--- src/sv/pmsf_pkg.sv ---
// ----------------------------------------------------------------------------
// pmsf_pkg
// shared types and codes for the minimum spanning forest engine
// ----------------------------------------------------------------------------
`default_nettype none

package pmsf_pkg;

    localparam int IDX_W    = 6;
    localparam int MODE_W   = 2;
    localparam int STATUS_W = 2;
    localparam int WEIGHT_W = 16;
    localparam int DIST_W   = 24;
    localparam int SUM_W    = WEIGHT_W + 1;

    localparam logic [MODE_W-1:0] MODE_ADD     = 2'd0;
    localparam logic [MODE_W-1:0] MODE_CONNECT = 2'd1;
    localparam logic [MODE_W-1:0] MODE_COMPUTE = 2'd2;

    localparam logic [STATUS_W-1:0] ST_OK      = 2'd0;
    localparam logic [STATUS_W-1:0] ST_FULL    = 2'd1;
    localparam logic [STATUS_W-1:0] ST_MISSING = 2'd2;

    // per-field write enables of the vertex memory
    typedef struct packed {
        logic weight;
        logic key;
        logic par;
        logic slot;
    } t_vwe;

    typedef enum logic [5:0] {
        S_IDLE,
        S_CN_RDA,
        S_CN_RDB,
        S_CN_SUM,
        S_CN_DIV,
        S_INIT,
        S_EXT_RD0,
        S_EXT_RDL,
        S_EXT_WR,
        S_SD_K,
        S_SD_KC,
        S_SD_CH,
        S_SD_LK,
        S_SD_LC,
        S_SD_RK,
        S_SD_RC,
        S_SD_DEC,
        S_SD_SW,
        S_UK_RD,
        S_UK_CHK,
        S_E_RD,
        S_E_CHK,
        S_RX_RD,
        S_RX_CHK,
        S_PS_RD,
        S_PS_CHK,
        S_KV_CHK,
        S_SU,
        S_SU_PS,
        S_SU_PK,
        S_SU_SW,
        S_RX_END,
        S_OUT_RD,
        S_OUT_EM
    } t_state;

endpackage

`default_nettype wire

--- src/sv/pmsf_vmem.sv ---
// ----------------------------------------------------------------------------
// pmsf_vmem
// vertex memory: weight, key, parent and heap slot per entry, field write enables
// ----------------------------------------------------------------------------
`default_nettype none

module pmsf_vmem
    import pmsf_pkg::*;
#(
    parameter int DEPTH = 64,
    parameter int AW    = 6,
    parameter int KW    = 40
) (
    input  wire logic                i_clk,
    input  wire t_vwe                i_we,
    input  wire logic [AW-1:0]       i_waddr,
    input  wire logic [WEIGHT_W-1:0] i_wweight,
    input  wire logic [KW-1:0]       i_wkey,
    input  wire logic                i_wphas,
    input  wire logic [AW-1:0]       i_wpidx,
    input  wire logic [AW-1:0]       i_wslot,
    input  wire logic [AW-1:0]       i_raddr,
    output logic      [WEIGHT_W-1:0] o_rweight,
    output logic      [KW-1:0]       o_rkey,
    output logic                     o_rphas,
    output logic      [AW-1:0]       o_rpidx,
    output logic      [AW-1:0]       o_rslot
);

    logic [WEIGHT_W-1:0] mem_weight [DEPTH];
    logic [KW-1:0]       mem_key    [DEPTH];
    logic [AW:0]         mem_par    [DEPTH];
    logic [AW-1:0]       mem_slot   [DEPTH];

    always_ff @(posedge i_clk) begin
        if (i_we.weight) begin
            mem_weight[i_waddr] <= i_wweight;
        end
        if (i_we.key) begin
            mem_key[i_waddr] <= i_wkey;
        end
        if (i_we.par) begin
            mem_par[i_waddr] <= {i_wphas, i_wpidx};
        end
        if (i_we.slot) begin
            mem_slot[i_waddr] <= i_wslot;
        end
        o_rweight            <= mem_weight[i_raddr];
        o_rkey               <= mem_key[i_raddr];
        {o_rphas, o_rpidx}   <= mem_par[i_raddr];
        o_rslot              <= mem_slot[i_raddr];
    end

endmodule

`default_nettype wire

--- config.mk ---
export PLATFORM = sky130hd
export DESIGN_NAME = pmsf_vmem
export DESIGN_NICKNAME = d
export VERILOG_FILES = /design/src/sv/pmsf_pkg.sv /design/src/sv/pmsf_vmem.sv
export SDC_FILE = /design/constraint.sdc
export NUM_CORES = 2
export LEC_CHECK = 0
export ABC_CLOCK_PERIOD_IN_PS = 4800
export BUFFER_PORTS_ARGS = -buffer_cell sky130_fd_sc_hd__buf_2
export CAP_MARGIN = 20
export CELL_PAD_IN_SITES_DETAIL_PLACEMENT = 1
export CELL_PAD_IN_SITES_GLOBAL_PLACEMENT = 1
export CORE_MARGIN = 2
export CORE_UTILIZATION = 50
export DETAILED_ROUTE_END_ITERATION = 12
export GPL_ROUTABILITY_DRIVEN = 0
export GPL_TIMING_DRIVEN = 0
export PLACE_DENSITY_LB_ADDON = 0.1
export REMOVE_ABC_BUFFERS = 1
export SYNTH_ARGS = -nofsm -noshare
export SYNTH_HDL_FRONTEND = slang
export SYNTH_MEMORY_MAX_BITS = 65536
export SYNTH_SLANG_ARGS = --single-unit
--- constraint.sdc ---
create_clock -name i_clk -period 4.8 [get_ports i_clk]
set_input_delay 0.24 -clock i_clk [delete_from_list [all_inputs] [get_ports i_clk]]
set_output_delay 0.24 -clock i_clk [all_outputs]
set_load 0.05 [all_outputs]
== Word level (Yosys, flattened, before mapping) ==
Memories as Yosys holds them, arrays and structs flattened. A register that Yosys moved wholly into a read port is not among the register bits.
Index checks and enable logic that the tools add are counted.
Widths: inputs -> output; s select.
Operators by class
  mux-type cells: 8
Operators with widths (count)
  $mux 1: 8
Storage, ports and cells
  word-level logic and storage cells: 12
  register bits: 0
  memories kept: 4
  bits in writable memories: 4416
  output and inout bits: 69
Memory list
  mem_key: words 64, width 40, read ports 1, clocked after Yosys merged registers in 1, wr ports 1, RTL line pmsf_vmem.sv:31  | logic [KW-1:0] mem_key [DEPTH];
  mem_weight: words 64, width 16, read ports 1, clocked after Yosys merged registers in 1, wr ports 1, RTL line pmsf_vmem.sv:30  | logic [WEIGHT_W-1:0] mem_weight [DEPTH];
  mem_par: words 64, width 7, read ports 1, clocked after Yosys merged registers in 1, wr ports 1, RTL line pmsf_vmem.sv:32  | logic [AW:0] mem_par [DEPTH];
  mem_slot: words 64, width 6, read ports 1, clocked after Yosys merged registers in 1, wr ports 1, RTL line pmsf_vmem.sv:33  | logic [AW-1:0] mem_slot [DEPTH];

== Logic depth before layout (Yosys ltp) ==
  depth in word-level cells: 2
  gate-level depth with buffers: 10

== Least setup slack after synthesis ==
No wires, ideal clock.
  kind: in2reg
  start: in i_waddr[2]
  end: mem mem_key[44][0] (enable)
  path buffers: 2
  data required time: 4.399 ns
  stages on the path: 5
  setup time: 0.401 ns
  data arrival time: 2.247 ns
  path slack: 2.151 ns
  path through: clkbuf_1 -> or3b_2 -> clkbuf_1 -> nor2_1 -> and2_1
RTL lines
  start, declared: RTL line pmsf_vmem.sv:16  | input wire logic [AW-1:0] i_waddr,
  end, declared: RTL line pmsf_vmem.sv:31
No word-level cell before the write port.

==> impl_results.md <==
* Outcome: complete, no violations
* CTS tree: built
* Via density at 6.522
* Synth-to-layout area growth at 15.04%
* Clock Path Buffers at 4
* Remaining antenna violation count after routing at 0
* Worst path top cell family by delay: buffers and inverters
* Post-Syn Instances at 7,449
* Clock-pin slew on the worst setup and hold paths at 0.06 ns
* R2R Setup Slk at 2.69 ns
* Synth Register Bits at 4,485
* CP max stage delay at 0.59 ns
* Syn_area_per_cell at 22.77 um^2
* Total track usage at 28.71%
* Final worst slack at 0.8221 ns
* Post_cts resized at 0
* Register area share after synthesis at 79.01%
* First-pass GRT wire length at 682.2 mm
* EDFF count, synth at 4,416
* Worst Path Required at 5.66 ns
* Overflow left after global routing at 0
* Final Net Count at 8,007
* Total vias in the final route at 83,820
* Setup crit end: o_rkey[37]
* Core Region at 0.3371 mm^2
* Reg2reg path depth at 5
* # Post-CTS Setup Buffers at 0
* Die Span X at 586.4 um
* Worst-margin pin slew at 1.222 ns
* Share of cells above drive strength 1 at 26.80%
* Synth cell types at 32
* Final wirelength at 492.7 mm
* Max Clock Skew at 0.02521 ns
* Worst Hold Class: primary input to flop
* Setup TNS at 0 ns
* Clk sinks at 4,485
* I/O Buffers at 154
* Number of fill cells at 27,500
* # IOs at 155
* IR Drop Worst-Case VDD at 0.3364 mV
* Max-capacitance violation count at 0
* Pins Over Slew Limit at 0
* Tot Pwr at 83,260 uW
* Hold Vio Cnt, Final at 0
* Root Driver: clkbuf_16
* FFs w/ async S/R, synth at 0%
* Worst-skew pair later-pin latency at 0.99 ns
* FF-to-FF Start: mem_weight[7][0]
* Synth Cell Area at 0.1696 mm^2
* Placed wire-length estimate at 291.9 mm
* Wire length per cell at 38.34 um
* Row cnt at 213
* CP startpoint: i_raddr[0]
* Residual DRC at 0
* RSZ-0062 raised after global routing: no
* Most used flip-flop cell after synthesis: edfxtp_1
* Initial Utilization at 50.30%
* CTS Hold Buffers Added at 42
* CP endpoint kind: flop
* Initial antenna violation count at 49
* Max frequency at 251.4 MHz
* Final core utilization at 57.87%
* Die height at 586.4 um
* CP max stage cell: mux4_2
* LEAKAGE at 0.06114 uW
* Worst r2r dst: o_rweight[0]
* Vias in the first global route at 85,750
* Buf/Inv on CP at 6
* Setup-failing EPs final at 0
* Tmin final at 3.978 ns
* Crit share post-route at 82.87%
* Cell count along the critical path at 11
* Most frequent CP cell: buf_16
* Crit-path cells: buf_12 -> buf_16 -> buf_16 -> buf_16 -> buf_16 -> buf_16 -> mux4_2 -> nor2b_1 -> a211oi_1 -> nor3_1 -> o22a_1
* Starting DRT DRC Count at 11,570
* CP Max Fanout at 91
* Critical path class: primary input to flop
* Synthesis Warnings at 0
* Die area at 0.3439 mm^2
* Drt first pass iters at 8
* Startpoint types: primary input
* Headroom to the max-slew limit at 18.23%
* Power Density at 426.7 mW/mm^2
* Post-Place Setup Slack at -0.3953 ns
* Cts bufs inserted at 455
* H-Tree Depth at 5
* Largest net degree at the start of global routing at 134
* Critical Path AT at 4.84 ns
[Yosys cell counts, types with 2 or more instances]
| cell type | number | area, um^2 |
|---|---|---|
| edfxtp_1 | 4416 | 132600 |
| mux4_2 | 1048 | 23600 |
| o22ai_1 | 328 | 2052 |
| and2_1 | 255 | 1595 |
| buf_2 | 175 | 875.8 |
| clkbuf_1 | 168 | 630.6 |
| mux2i_1 | 135 | 1351 |
| nor2_1 | 127 | 476.7 |
| a211oi_1 | 104 | 780.8 |
| nor2b_1 | 76 | 475.5 |
| dfxtp_1 | 69 | 1381 |
| o221ai_1 | 69 | 604.3 |
| buf_4 | 64 | 480.5 |
| a22oi_1 | 60 | 450.4 |
| nor3_1 | 59 | 295.3 |
| nor4_1 | 57 | 356.6 |
| o22a_1 | 57 | 499.2 |
| nand3_1 | 27 | 135.1 |
| buf_1 | 25 | 93.84 |
| a21oi_1 | 23 | 115.1 |
| nand2_1 | 23 | 86.33 |
| buf_6 | 15 | 168.9 |
| a31oi_1 | 12 | 75.07 |
| o211a_1 | 12 | 120.1 |
| o21ai_0 | 12 | 60.06 |
| nand2b_1 | 9 | 56.30 |
| nand3b_1 | 7 | 52.55 |
| or2_2 | 7 | 43.79 |
| and3_1 | 4 | 25.02 |
| or3_1 | 3 | 18.77 |
| or3b_2 | 2 | 17.52 |
[state kept, by name, summed over array words and instances, names as in the netlist]
signal	count
o_rweight	16
o_rpidx	6
o_rphas	1
o_rslot	6
mem_weight	1024
mem_key	2560
o_rkey	40
mem_slot	384
mem_par	448
[stage by stage]
step	area, um^2	std cells	hold WS (ns)
floorplan	167300	7002	0.3389
global placement	173800	11670	0.7102
detailed placement	178300	11850	0.7087
CTS	193600	12740	0.003592
global route	195100	12830	0.04205
finish	195100	12850	0.05678
[area by class of cell]
class / count / area, um^2 / share of cell area (%)
timing repair buffer: 462 / 6805 / 3.488
antenna: 25 / 62.56 / 0.03207
clock inverter: 238 / 2306 / 1.182
clock buffer: 609 / 12580 / 6.450
sequential: 4485 / 134000 / 68.68
multi-input combinational: 2517 / 33710 / 17.28
tap: 4515 / 5649 / 2.895
[metal layers]
layer	part of all wire, %	vias to the layer above	track usage, %
met5	0.028	-	0
met4	3.0	22	7.932
met3	9.0	756	5.480
met2	47	4182	44.22
met1	41	46010	42.42
li1	-	32850	-
[worst min-delay path by stage]
stage                   from              end  slack, ns  cells past startpoint
3_3_place_gp   o_rweight[13]    o_rweight[13]       0.71                      1
4_1_cts           i_wkey[19]   mem_key[5][19]      0.004                      1
3_5_place_dp       o_rkey[0]        o_rkey[0]       0.71                      1
2_1_floorplan      i_wkey[0]    mem_key[0][0]       0.34                      0
5_1_grt              i_we[2]  mem_key[21][32]       0.04                      2
6_report             i_we[2]  mem_key[20][32]       0.06                      2
[report_power, final]
part / internal, uW / total, uW / switching [uW]
clock network: 20400 / 35500 / 15100
logic: 1500 / 4320 / 2820
registers: 43400 / 43500 / 112
total: 65200 / 83300 / 18000
[cell families (layout without fill, tap and decap cells)]
kind of cell,count (synthesis),in the layout,synth area share [%]
flops,4485,4485,79.01
mux,1183,1183,14.71
compound gates,677,677,2.805
simple gates,657,657,2.148
buf+inv,447,1309,1.327
other cells,0,25,0
[placed cells by master, fill, tap and decap left out, types with 16 or more instances in the layout]
cell type / netlist / final
o221ai_1: 69 / 69
o22a_1: 57 / 57
nor2_1: 127 / 114
a21oi_1: 23 / 23
nor3_1: 59 / 59
diode_2: 0 / 25
and2_4: 0 / 64
bufinv_16: 0 / 37
clkinv_2: 0 / 95
and2_1: 255 / 190
o22ai_1: 328 / 328
clkinv_1: 0 / 68
nor2b_1: 76 / 72
nor4_1: 57 / 56
mux2i_1: 135 / 135
nand2_1: 23 / 16
clkbuf_1: 168 / 100
edfxtp_1: 4416 / 4416
clkbuf_8: 0 / 47
dfxtp_1: 69 / 69
a211oi_1: 104 / 104
buf_2: 175 / 160
mux4_2: 1048 / 1048
buf_12: 0 / 59
clkbuf_16: 0 / 463
buf_16: 0 / 128
a22oi_1: 60 / 60
buf_8: 0 / 25
nand3_1: 27 / 26
dlygate4sd3_1: 0 / 73
Power figures use the tool's default switching activity.
