**config.mk**
```make
export PLATFORM = sky130hd
export DESIGN_NAME = pmsf_div
export DESIGN_NICKNAME = d
export VERILOG_FILES = /design/src/sv/pmsf_pkg.sv /design/src/sv/pmsf_div.sv
export SDC_FILE = /design/constraint.sdc
export NUM_CORES = 1
export LEC_CHECK = 0
export BUFFER_PORTS_ARGS = -buffer_cell sky130_fd_sc_hd__buf_2
export CELL_PAD_IN_SITES_DETAIL_PLACEMENT = 1
export CELL_PAD_IN_SITES_GLOBAL_PLACEMENT = 1
export CORE_ASPECT_RATIO = 1.5
export CORE_UTILIZATION = 36
export DETAILED_ROUTE_END_ITERATION = 8
export GPL_TIMING_DRIVEN = 0
export PLACE_DENSITY = 0.76
export SYNTH_ARGS = -nofsm -noshare
export SYNTH_HDL_FRONTEND = slang
export SYNTH_SLANG_ARGS = --single-unit
```
**constraint.sdc**
```tcl
create_clock -name i_clk -period 3.65 [get_ports i_clk]
set_clock_uncertainty 0.15 [all_clocks]
set_input_delay 0.5475 -clock i_clk [delete_from_list [all_inputs] [get_ports i_clk]]
set_output_delay 0.5475 -clock i_clk [all_outputs]
set_load 0.01 [all_outputs]
```
**src/sv/pmsf_pkg.sv**
```systemverilog
// ----------------------------------------------------------------------------
// pmsf_pkg
// shared types and codes for the minimum spanning forest engine
// ----------------------------------------------------------------------------
`default_nettype none

package pmsf_pkg;

    localparam int IDX_W    = 6;
    localparam int MODE_W   = 2;
    localparam int STATUS_W = 2;
    localparam int WEIGHT_W = 16;
    localparam int DIST_W   = 24;
    localparam int SUM_W    = WEIGHT_W + 1;

    localparam logic [MODE_W-1:0] MODE_ADD     = 2'd0;
    localparam logic [MODE_W-1:0] MODE_CONNECT = 2'd1;
    localparam logic [MODE_W-1:0] MODE_COMPUTE = 2'd2;

    localparam logic [STATUS_W-1:0] ST_OK      = 2'd0;
    localparam logic [STATUS_W-1:0] ST_FULL    = 2'd1;
    localparam logic [STATUS_W-1:0] ST_MISSING = 2'd2;

    // per-field write enables of the vertex memory
    typedef struct packed {
        logic weight;
        logic key;
        logic par;
        logic slot;
    } t_vwe;

    typedef enum logic [5:0] {
        S_IDLE,
        S_CN_RDA,
        S_CN_RDB,
        S_CN_SUM,
        S_CN_DIV,
        S_INIT,
        S_EXT_RD0,
        S_EXT_RDL,
        S_EXT_WR,
        S_SD_K,
        S_SD_KC,
        S_SD_CH,
        S_SD_LK,
        S_SD_LC,
        S_SD_RK,
        S_SD_RC,
        S_SD_DEC,
        S_SD_SW,
        S_UK_RD,
        S_UK_CHK,
        S_E_RD,
        S_E_CHK,
        S_RX_RD,
        S_RX_CHK,
        S_PS_RD,
        S_PS_CHK,
        S_KV_CHK,
        S_SU,
        S_SU_PS,
        S_SU_PK,
        S_SU_SW,
        S_RX_END,
        S_OUT_RD,
        S_OUT_EM
    } t_state;

endpackage

`default_nettype wire

```
**src/sv/pmsf_div.sv**
```systemverilog
// ----------------------------------------------------------------------------
// pmsf_div
// restoring divider, one quotient bit per cycle
// ----------------------------------------------------------------------------
`default_nettype none

module pmsf_div
    import pmsf_pkg::*;
#(
    parameter int KW = 40
) (
    input  wire logic             i_clk,
    input  wire logic             i_rst_n,
    input  wire logic             i_start,
    input  wire logic [KW-1:0]    i_dividend,
    input  wire logic [SUM_W-1:0] i_divisor,
    output logic                  o_done,
    output logic [KW-1:0]         o_quotient
);

    localparam int CW = $clog2(KW + 1);

    logic            r_busy;
    logic [CW-1:0]   r_cnt;
    logic            r_done;
    logic [SUM_W-1:0] r_rem;
    logic [SUM_W-1:0] r_div;
    logic [KW-1:0]   r_quo;

    logic [SUM_W:0]   w_trial;
    logic             w_ge;
    logic [SUM_W-1:0] w_rem;

    always_comb begin
        w_trial = {r_rem, r_quo[KW-1]};
        w_ge    = w_trial >= {1'b0, r_div};
        w_rem   = w_ge ? SUM_W'(w_trial - {1'b0, r_div}) : w_trial[SUM_W-1:0];
    end

    always_ff @(posedge i_clk) begin
        if (!i_rst_n) begin
            r_busy <= 1'b0;
            r_cnt  <= '0;
            r_done <= 1'b0;
        end else begin
            r_done <= 1'b0;
            if (i_start) begin
                r_busy <= 1'b1;
                r_cnt  <= '0;
            end else if (r_busy) begin
                r_cnt <= r_cnt + CW'(1);
                if (r_cnt == CW'(KW - 1)) begin
                    r_busy <= 1'b0;
                    r_done <= 1'b1;
                end
            end
        end
    end

    always_ff @(posedge i_clk) begin
        if (i_start) begin
            r_rem <= '0;
            r_div <= i_divisor;
            r_quo <= i_dividend;
        end else if (r_busy) begin
            r_rem <= w_rem;
            r_quo <= {r_quo[KW-2:0], w_ge};
        end
    end

    assign o_done     = r_done;
    assign o_quotient = r_quo;

endmodule

`default_nettype wire

```
# Yosys cells after proc, flatten, opt, wreduce, memory -nomap -nowiden
# Cells that the tools add are included.
# op_classes
add_sub_neg	2
n_lt_le_gt_ge	1
eq_ne	1
mux	7
n_bitwise	2
n_reduce_logical	3
# ops
cell	count
$mux 40	2
$ge 18x17->1	1
$mux 17	1
$sub 17x17->17	1
$add 6x1->6 const B	1
$eq 6x6->1 const B	1
$mux 1	4
$reduce_or 3->1	1
$not 1->1	2
$reduce_bool 2->1	1
$reduce_or 2->1	1
# word_totals
ff_bits	82
input_bits	60
output_inout_bits	41

# Depth between registers and ports, before layout
# Gate-level depths: netlist of the first run.
# depth
ltp_word	4
mapped_depth	13

# Worst setup path after synthesis of the first run
# No wires, ideal clock.
# synth_timing
kind	register -> register
startpoint	register r_quo[39], in the netlist o_quotient[39]
endpoint	register r_quo[0], in the netlist o_quotient[0], data pin
setup_ps	260
arrival_ps	2818
required_time_ps	3240
path_slack_ps	422
stages_incl_launch_ff	13
path_buffers	2
period_less_slack_ps	3228
path_cell_list	edfxtp_1 inv_1 ha_1 inv_1 fa_1 a21o_1 a221o_1 a31o_1 o211a_4 or2_1 buf_6 buf_6 mux2_2
# synth_between
elab_chain_cells	3
# synth_lines
item	line_no	source
from (decl)	pmsf_div.sv:28	logic [KW-1:0] r_quo;
from (signal assigned)	pmsf_div.sv:64	r_quo <= i_dividend;
from (signal assigned)	pmsf_div.sv:67	r_quo <= {r_quo[KW-2:0], w_ge};
$ge 18x17->1	pmsf_div.sv:36	w_ge = w_trial >= {1'b0, r_div};
$mux 40	pmsf_div.sv:65	end else if (r_busy) begin
$mux 40	pmsf_div.sv:61	if (i_start) begin
# Every way passes these cells. The select of a mux whose other input is x is not followed.
# A chain may end at the register's enable or synchronous reset.

# Final worst setup path of the first run
# Same ends and word-level chain as after synthesis.

==> results of run 1 <==
## metal layers
metal / GRT usage / up-vias / share of wire
met4: 0.06526 / 0 / 0.016
met3: 0.05266 / 11 / 0.050
met1: 0.2052 / 1593 / 0.37
met5: 0 / - / 0
met2: 0.3707 / 90 / 0.57
li1: - / 1543 / -
## cells by family after synthesis
| kind of cell | Yosys count | synth area share |
|---|---|---|
| flops | 82 | 0.5346 |
| xor+xnor | 17 | 0.03598 |
| simple gates | 88 | 0.09737 |
| compound gates | 73 | 0.1191 |
| fa+ha+maj | 19 | 0.05927 |
| buf+inv | 39 | 0.03992 |
| mux | 42 | 0.1137 |
## synthesized netlist by cell type (2+ instances only)
library cell	count	share of area
a211oi_1	3	0.0054
a21o_1	6	0.011
a21oi_1	18	0.022
a311oi_1	7	0.015
a31oi_1	4	0.0060
a32oi_1	7	0.015
and3_1	2	0.0030
buf_1	3	0.0027
buf_6	2	0.0054
clkbuf_1	10	0.0091
dfxtp_1	25	0.12
edfxtp_1	57	0.41
ha_1	18	0.054
inv_1	23	0.021
mux2_2	40	0.11
mux2i_1	2	0.0048
nand2_1	32	0.029
nand2b_1	5	0.0076
nand3_1	7	0.0085
nand4_1	5	0.0076
nor2_1	25	0.023
nor3_1	3	0.0036
nor3b_1	2	0.0036
o211ai_1	2	0.0036
o21ai_0	17	0.021
or3_1	3	0.0045
xnor2_1	6	0.013
xor2_1	11	0.023
## power by group
group          total (uW)  internal, uW  switching [uW]
clock                 917           535             382
sequential           1130          1090            41.8
combinational         439           190             249
total                2490          1810             673
## sequential cells by signal (all words and copies together) (netlist names)
signal      cells
o_done          1
o_quotient     40
r_busy          1
r_cnt           6
r_div          17
r_rem          17
## worst paths after layout
check                                    start             to  slack, ns  cells past startpoint
worst max-delay path            o_quotient[39]  o_quotient[0]       0.23                     12
worst min-delay path              i_divisor[9]       r_div[9]       0.24                      1
worst max register to register  o_quotient[39]  o_quotient[0]       0.23                     12
worst min register to register        r_rem[4]       r_rem[5]       0.35                      2
## cell type report
cell class	count	share of cell area
Sequential cell	82	0.4317
Multi-Input combinational cell	239	0.3436
Timing Repair Buffer	100	0.09768
Clock buffer	9	0.04396
Tap cell	147	0.03590
Inverter	23	0.01685
Buffer	16	0.01538
Clock inverter	7	0.01490
## stage by stage
step	power, uW	area (sq um)	worst slack [ns]	util
floorplan	1421	4138	0.4218	-
global placement	1569	4822	0.2236	0.4339
detailed placement	1588	4822	0.2387	0.4339
CTS	2508	5124	0.2170	0.4610
global route	2588	5124	0.09844	0.4610
finish	2486	5124	0.2344	0.4610
## layout by cell type, fill, tap and decap left out, drive strengths merged, types with 2 or more instances in the layout
master      n
or2         2
nand2      32
or3         3
a21o        6
o211ai      2
a211oi      3
inv        25
and3        2
xor2       11
clkbuf     19
nand2b      5
clkinv      2
nor3        3
mux2i       2
clkinvlp    2
nor3b       2
edfxtp     57
a311oi      7
a31oi       4
ha         18
dfxtp      25
nand4       5
a21oi      18
a32oi       7
xnor2       6
nor2       26
mux2       40
buf       106
o21ai      17
nand3       7
==> metrics.cfg, run 1 <==
[detailed_routing]
drt_first_iter_violations = 100
ant_nets = 0
vias_per_cell = 5.196
dr.pass1.iters = 4
drc = 0
wirelength_um = 10850
wl_per_cell_um = 17.41
num_vias = 3237

[setup_path]
crit_arrival_ns = 3.35
crit_slowest_cell = edfxtp_1
crit_path_cell_trace = inv_1 -> ha_1 -> inv_1 -> fa_1 -> a21o_1 -> a221o_1 -> a31o_1 -> o211a_4 -> or2_1 -> buf_6 -> buf_6 -> mux2_2
crit_path_end_kind = flip-flop
start_kind = flip-flop
slowest_delay_ns = 0.41
path_buf_inv = 4
crit_type = reg2reg
required_ns = 3.58
crit_family = compound AO/OA/AOI/OAI gates
path_max_fanout = 10

[cells_and_area]
regArea_sq_um = 2212
multi_input_area_sq_um = 1760
fin_cells = 623
nFillCells = 1256
antenna_cells = 0
drive_above_1_share = 0.3424
syn_to_final_growth_pct = 23.83
num-nets-final = 550

[power_and_ir_drop]
power.density_nw_per_um2 = 485.1
vdd_drop_max_mv = 0.3125
leakage_uw = 0.002177

[global_route]
antenna_found_initial = 0
grt_max_degree = 42
track_usage = 0.1975
grt_pass1_vias = 3662
grt_pass1_wl_um = 17720
grt_overflow_total = 0

[timing]
relSlewSlack = 0.4194
report.final.slew_viol_count = 0
whs_ns = 0.2369
max_freq_mhz = 292.8
setup_tns_ns = 0
fin_crit_sh = 0.9358
worstMarginPinSlew_ns = 0.8696
finalSetupViolCount = 0
rsz0062_at_grt = no
fin_crit_ns = 3.416
finalHoldViolations = 0

[synth]
synth-seq-cells = 82
syn_nets = 439
ys_types = 43
ys_warn_count = 0
ys.flop_type = edfxtp_1
async_flop_share = 0
mappedNetlistArea_sq_um = 4138
synth_seq_area_share = 0.5346
syn_inst = 360
postSynthAreaPerCell_sq_um = 11.49
synth_edf_count = 57

[floorplanning]
start_util = 0.3723
die_x_um = 89.54
fp.dieArea_sq_um = 11940
core_sq_um = 11110
num_rows = 47
ioPinCount = 101
die_y_um = 133.3

[outcome]
status = finished clean

[cts]
clock_latency_ns = 0.33
cts_max_level = 3
cts_resized = 0
cts-root-buf = clkbuf_16
cts_buffer_depth = 2
cts_hold_buf = 0
post-cts-setup-buffers = 0
cts_buffers = 9
clock_sinks = 82
path_clk_slew_ns = 0.06
cts_tree = yes

[place]
gp_congestion = 0.8322
place.port_buffers = 100
hpwlAfterDp_um = 8245
place_inst = 607

[worst_hold_path]
worstHoldPathType = in2reg

[job]
drv_cap = 0

Note: power is estimated with default switching activity, not from simulation.
==> run 2, diff against run 1 <==
Settings changed: PLACE_DENSITY 0.76 to 0.79.
Clock period 3.65 ns to 3.1 ns, I/O delays scaled along.
==> metrics.cfg, run 2 (synthesis gave the netlist of run 1 again) <==
[cts]
clock_sinks = 82
cts_buffers = 9
cts_max_level = 3
cts-root-buf = clkbuf_16
cts_hold_buf = 0
cts_tree = yes
cts_buffer_depth = 2
path_clk_slew_ns = 0.06
clock_latency_ns = 0.33

[detailed_routing]
ant_nets = 0
dr.pass1.iters = 4
wl_per_cell_um = 17.42
vias_per_cell = 5.221
drt_first_iter_violations = 84
num_vias = 3284
drc = 0
wirelength_um = 10960

[global_route]
grt_overflow_total = 0
grt_pass1_wl_um = 17820
antenna_found_initial = 0
track_usage = 0.2000
grt_max_degree = 42
grt_pass1_vias = 3675

[timing]
relSlewSlack = 0.4351
whs_ns = 0.1526
report.final.slew_viol_count = 0
rsz0062_at_grt = no
fin_crit_sh = 0.9734
max_freq_mhz = 331.4
finalSetupViolCount = 0
fin_crit_ns = 3.018
worstMarginPinSlew_ns = 0.8461
finalHoldViolations = 0

[place]
place.port_buffers = 100
gp_congestion = 0.8295
hpwlAfterDp_um = 8295
dpl_cell_area_sq_um = 4825

[worst_hold_path]
worstHoldPathType = in2reg

[cells_and_area]
largest_register_ff_count = 40
design_area_sq_um = 5164
final_common_cell = buf_2
num-nets-final = 556
syn_to_final_growth_pct = 24.80
final_cell_mix = 100 x buf_2, 57 x edfxtp_1, 40 x mux2_2, 32 x nand2_1
antenna_cells = 0
drive_above_1_share = 0.3527

[setup_path]
start_kind = flip-flop
crit_path_end_kind = flip-flop
r2r_start = o_quotient[39]
crit_end = o_quotient[0]
cp_num_cells = 11
crit_type = reg2reg
ff2ff_path_depth = 11
crit_arrival_ns = 2.95
crit_family = compound AO/OA/AOI/OAI gates
reg2reg_to = o_quotient[0]
required_ns = 3.04
crit_path_frequent_cell = inv_1
regToRegSetupSlack_ns = 0.08
path_buf_inv = 3
startpoint = o_quotient[39]
slowest_delay_ns = 0.39
path_max_fanout = 6
crit_slowest_cell = edfxtp_1
crit_path_cell_trace = inv_1 -> ha_2 -> inv_1 -> fa_2 -> a21o_1 -> a221o_1 -> a31o_1 -> o211a_4 -> or2_4 -> buf_8 -> mux2_2

[power_and_ir_drop]
p_int_uw = 2111
p_comb_frac = 0.187
pwr-share-clk = 0.352
power.density_nw_per_um2 = 559.5
leakage_uw = 0.002207
switchingPower_uw = 778.4
vdd_drop_max_mv = 0.3632
p_sw_frac = 0.2694
seqPwrFrac = 0.461
p_total_uw = 2889

[floorplanning]
ioPinCount = 101
fp.dieArea_sq_um = 11940
start_util = 0.3723
die_x_um = 89.54
num_rows = 47
core_sq_um = 11110
die_y_um = 133.3

[outcome]
status = finished clean

[job]
drv_cap = 0

[run 2: layout make-up]
| type | count | area [sq um] |
|---|---|---|
| Buffer | 15 | 75.07 |
| Clock buffer | 12 | 257.7 |
| Clock inverter | 4 | 23.77 |
| Fill cell | 1227 | 5951 |
| Inverter | 23 | 86.33 |
| Multi-Input combinational cell | 239 | 1768 |
| Sequential cell | 82 | 2212 |
| Tap cell | 147 | 183.9 |
| Timing Repair Buffer | 107 | 556.8 |
[run 2: per-layer routing]
metal / vias to the layer above / global-route usage / share of wire
met1: 1604 / 0.1938 / 0.36
met4: 0 / 0.08730 / 0.026
li1: 1554 / - / -
met3: 23 / 0.05700 / 0.054
met5: - / 0 / 0
met2: 103 / 0.3774 / 0.56
[run 2: power groups by stage]
stage / sequential, uW / clock, uW / combinational (uW)
2_1_floorplan: 1370 / 0 / 304
3_3_place_gp: 1350 / 0 / 497
3_5_place_dp: 1350 / 0 / 521
4_1_cts: 1330 / 1040 / 539
5_1_grt: 1350 / 1070 / 593
6_report: 1330 / 1020 / 539
[run 2: how the worst min path moves through the flow]
stage / from / endpoint / slack [ns] / depth (start not counted)
2_1_floorplan: r_cnt[5] / r_cnt[5] / 0.31 / 2
3_3_place_gp: r_cnt[5] / r_cnt[5] / 0.32 / 2
3_5_place_dp: r_cnt[5] / r_cnt[5] / 0.34 / 2
4_1_cts: i_divisor[8] / r_div[8] / 0.14 / 1
5_1_grt: i_divisor[5] / r_div[5] / 0.14 / 1
6_report: i_divisor[5] / r_div[5] / 0.15 / 1
[run 2: per-stage QoR]
stage               cells  utilization  setup WS (ns)  TNS (ns)
floorplan             360            -       -0.07121  -0.07121
global placement      607       0.4341        -0.2389    -9.872
detailed placement    607       0.4341        -0.2258   -0.3197
CTS                   629       0.4635       0.009430         0
global route          629       0.4646       0.001079         0
finish                629       0.4646        0.08237         0
[run 2: what timing repair did]
action | 4_1_cts | 5_1_grt
gates resized for setup | 1 | 4
endpoints found under the hold margin | 0 | 0
setup buffers | 7 | 0
endpoints found under the setup margin | 6 | 16
pin swaps | 4 | 7
==> run 3, diff against run 2 <==
--- a/config.mk
+++ b/config.mk
@@ -15,2 +15,3 @@
 export PLACE_DENSITY = 0.79
+export SKIP_LAST_GASP = 1
 export SYNTH_ARGS = -nofsm -noshare
==> constraint.sdc (replaced) <==
create_clock -name i_clk -period 3.1 [get_ports i_clk]
set_clock_uncertainty 0.15 [all_clocks]
set_input_delay 0.155 -clock i_clk [delete_from_list [all_inputs] [get_ports i_clk]]
set_output_delay 0.155 -clock i_clk [all_outputs]
set_load 0.01 [all_outputs]
==> metrics.cfg, run 3 (synthesis gave the netlist of run 1 again) <==
[power_and_ir_drop]
vdd_drop_max_mv = 0.3767
power.density_nw_per_um2 = 526.8
leakage_uw = 0.002443

[detailed_routing]
num_vias = 3657
drc = 0
drt_first_iter_violations = 222
wirelength_um = 14280
ant_nets = 0
vias_per_cell = 5.331
wl_per_cell_um = 20.82
dr.pass1.iters = 6

[floorplanning]
start_util = 0.3723
die_y_um = 133.3
num_rows = 47
fp.dieArea_sq_um = 11940
core_sq_um = 11110
die_x_um = 89.54
ioPinCount = 101

[cells_and_area]
final_cell_mix = 100 x buf_2, 57 x edfxtp_1, 56 x dlygate4sd3_1, 40 x mux2_2, 31 x nand2_1
design_area_sq_um = 5727
largest_register_ff_count = 40
final_common_cell = buf_2
syn_to_final_growth_pct = 38.40
antenna_cells = 0
num-nets-final = 613
regArea_sq_um = 2212
fin_cells = 686
nFillCells = 1198
multi_input_area_sq_um = 1770
drive_above_1_share = 0.3191

[cts]
cts_max_level = 3
clock_latency_ns = 0.34
cts_tree = yes
path_clk_slew_ns = 0.07
clock_sinks = 82
cts_buffer_depth = 2
cts-root-buf = clkbuf_16
cts_buffers = 9

[timing]
fin_crit_ns = 3.060
fin_crit_sh = 0.9871
finalHoldViolations = 0
report.final.slew_viol_count = 0
relSlewSlack = 0.4054
finalSetupViolCount = 0
worstMarginPinSlew_ns = 0.8906
max_freq_mhz = 326.8
setup_tns_ns = 0
whs_ns = 0.02510

[job]
drv_cap = 0

[worst_hold_path]
hold_start = i_dividend[34]
worstHoldPathType = in2reg
hold_end = o_quotient[34]
hold_depth = 2

[setup_path]
crit_path_cell_trace = inv_1 -> ha_2 -> inv_1 -> fa_2 -> a21o_1 -> a221o_1 -> a31o_1 -> o211a_4 -> or2_4 -> mux2_2
r2r_start = o_quotient[39]
regToRegSetupSlack_ns = 0.04
crit_type = reg2reg
path_max_fanout = 6
crit_path_end_kind = flip-flop
crit_slowest_cell = edfxtp_1
start_kind = flip-flop
ff2ff_path_depth = 10
crit_path_frequent_cell = inv_1
reg2reg_to = o_quotient[0]
slowest_delay_ns = 0.42
required_ns = 3.04
crit_arrival_ns = 3.00

[place]
gp_congestion = 0.8295
hpwlAfterDp_um = 8295
dpl_cell_area_sq_um = 4825
place_inst = 607
place.port_buffers = 100

[global_route]
grt_pass1_wl_um = 21980
antenna_found_initial = 0
grt_pass1_vias = 4095
grt_max_degree = 42
track_usage = 0.2517
grt_overflow_total = 0

[outcome]
status = finished clean

## run 3: cell count changes in the layout (fill, tap and decap cells not counted), sizes merged
cell         change
dlygate4sd3     +56
buf              +1
## run 3: per-stage QoR
stage | setup slack (ns) | power (uW) | util
CTS | 0.009430 | 2963 | 0.5130
global route | -0.05221 | 3110 | 0.5153
floorplan | -0.07121 | 1674 | -
detailed placement | -0.2258 | 1875 | 0.4341
finish | 0.04011 | 3017 | 0.5153
global placement | -0.1970 | 1846 | 0.4341
## run 3: critical path, delay by kind of cell (launching register included)
| family | cells | cell delay [ns] |
|---|---|---|
| AOI/OAI and AO/OA | 4 | 1.00 |
| and+or+nand+nor | 1 | 0.29 |
| adders and majority gates | 2 | 0.52 |
| buffers and inverters | 2 | 0.15 |
| muxes | 1 | 0.27 |
| DFF | 1 | 0.42 |
## run 3: how the worst max path moves through the flow
stage | start | endpoint | slack (ns) | depth (start not counted)
after floorplan | o_quotient[39] | o_quotient[0] | -0.07 | 12
after global placement | o_quotient[39] | o_quotient[0] | -0.20 | 12
after detailed placement | o_quotient[39] | o_quotient[0] | -0.23 | 12
after CTS | o_quotient[39] | o_quotient[0] | 0.009 | 11
after global routing | o_quotient[39] | r_rem[12] | -0.05 | 12
final | o_quotient[39] | o_quotient[0] | 0.04 | 10
## run 3: area by class of cell
cell class,count,area share
clock buffers,12,0.04501
well taps,147,0.03212
plain buffers,14,0.01049
repair buffers,165,0.1977
flip-flops and latches,82,0.3863
clock inverters,4,0.004151
inverters,23,0.01508
multi-input cells,239,0.3092
## run 3: layer usage
layer / GRT usage / wire length (um) / share of wire
met2: 0.4682 / 7935 / 0.56
met1: 0.2682 / 5336 / 0.37
met5: 0 / 0 / 0
met4: 0.1005 / 388 / 0.027
met3: 0.05019 / 621 / 0.043
## run 3: repair_timing
| action | in CTS | in global routing |
|---|---|---|
| buffers inserted | 7 | 2 |
| hold buffers | 55 | 1 |
| hold endpoints to repair | 55 | 1 |
| gates resized for setup | 1 | 6 |
| gates cloned | 0 | 0 |
| endpoints found under the setup margin | 6 | 18 |
| pin swaps | 4 | 7 |
## run 3: power by group
group | internal (uW) | leakage [uW] | switching (uW) | total, uW
registers | 1280 | 0.000773 | 62.4 | 1340
logic | 289 | 0.00153 | 344 | 633
clock network | 592 | 0.000142 | 449 | 1040
total | 2160 | 0.00244 | 855 | 3020
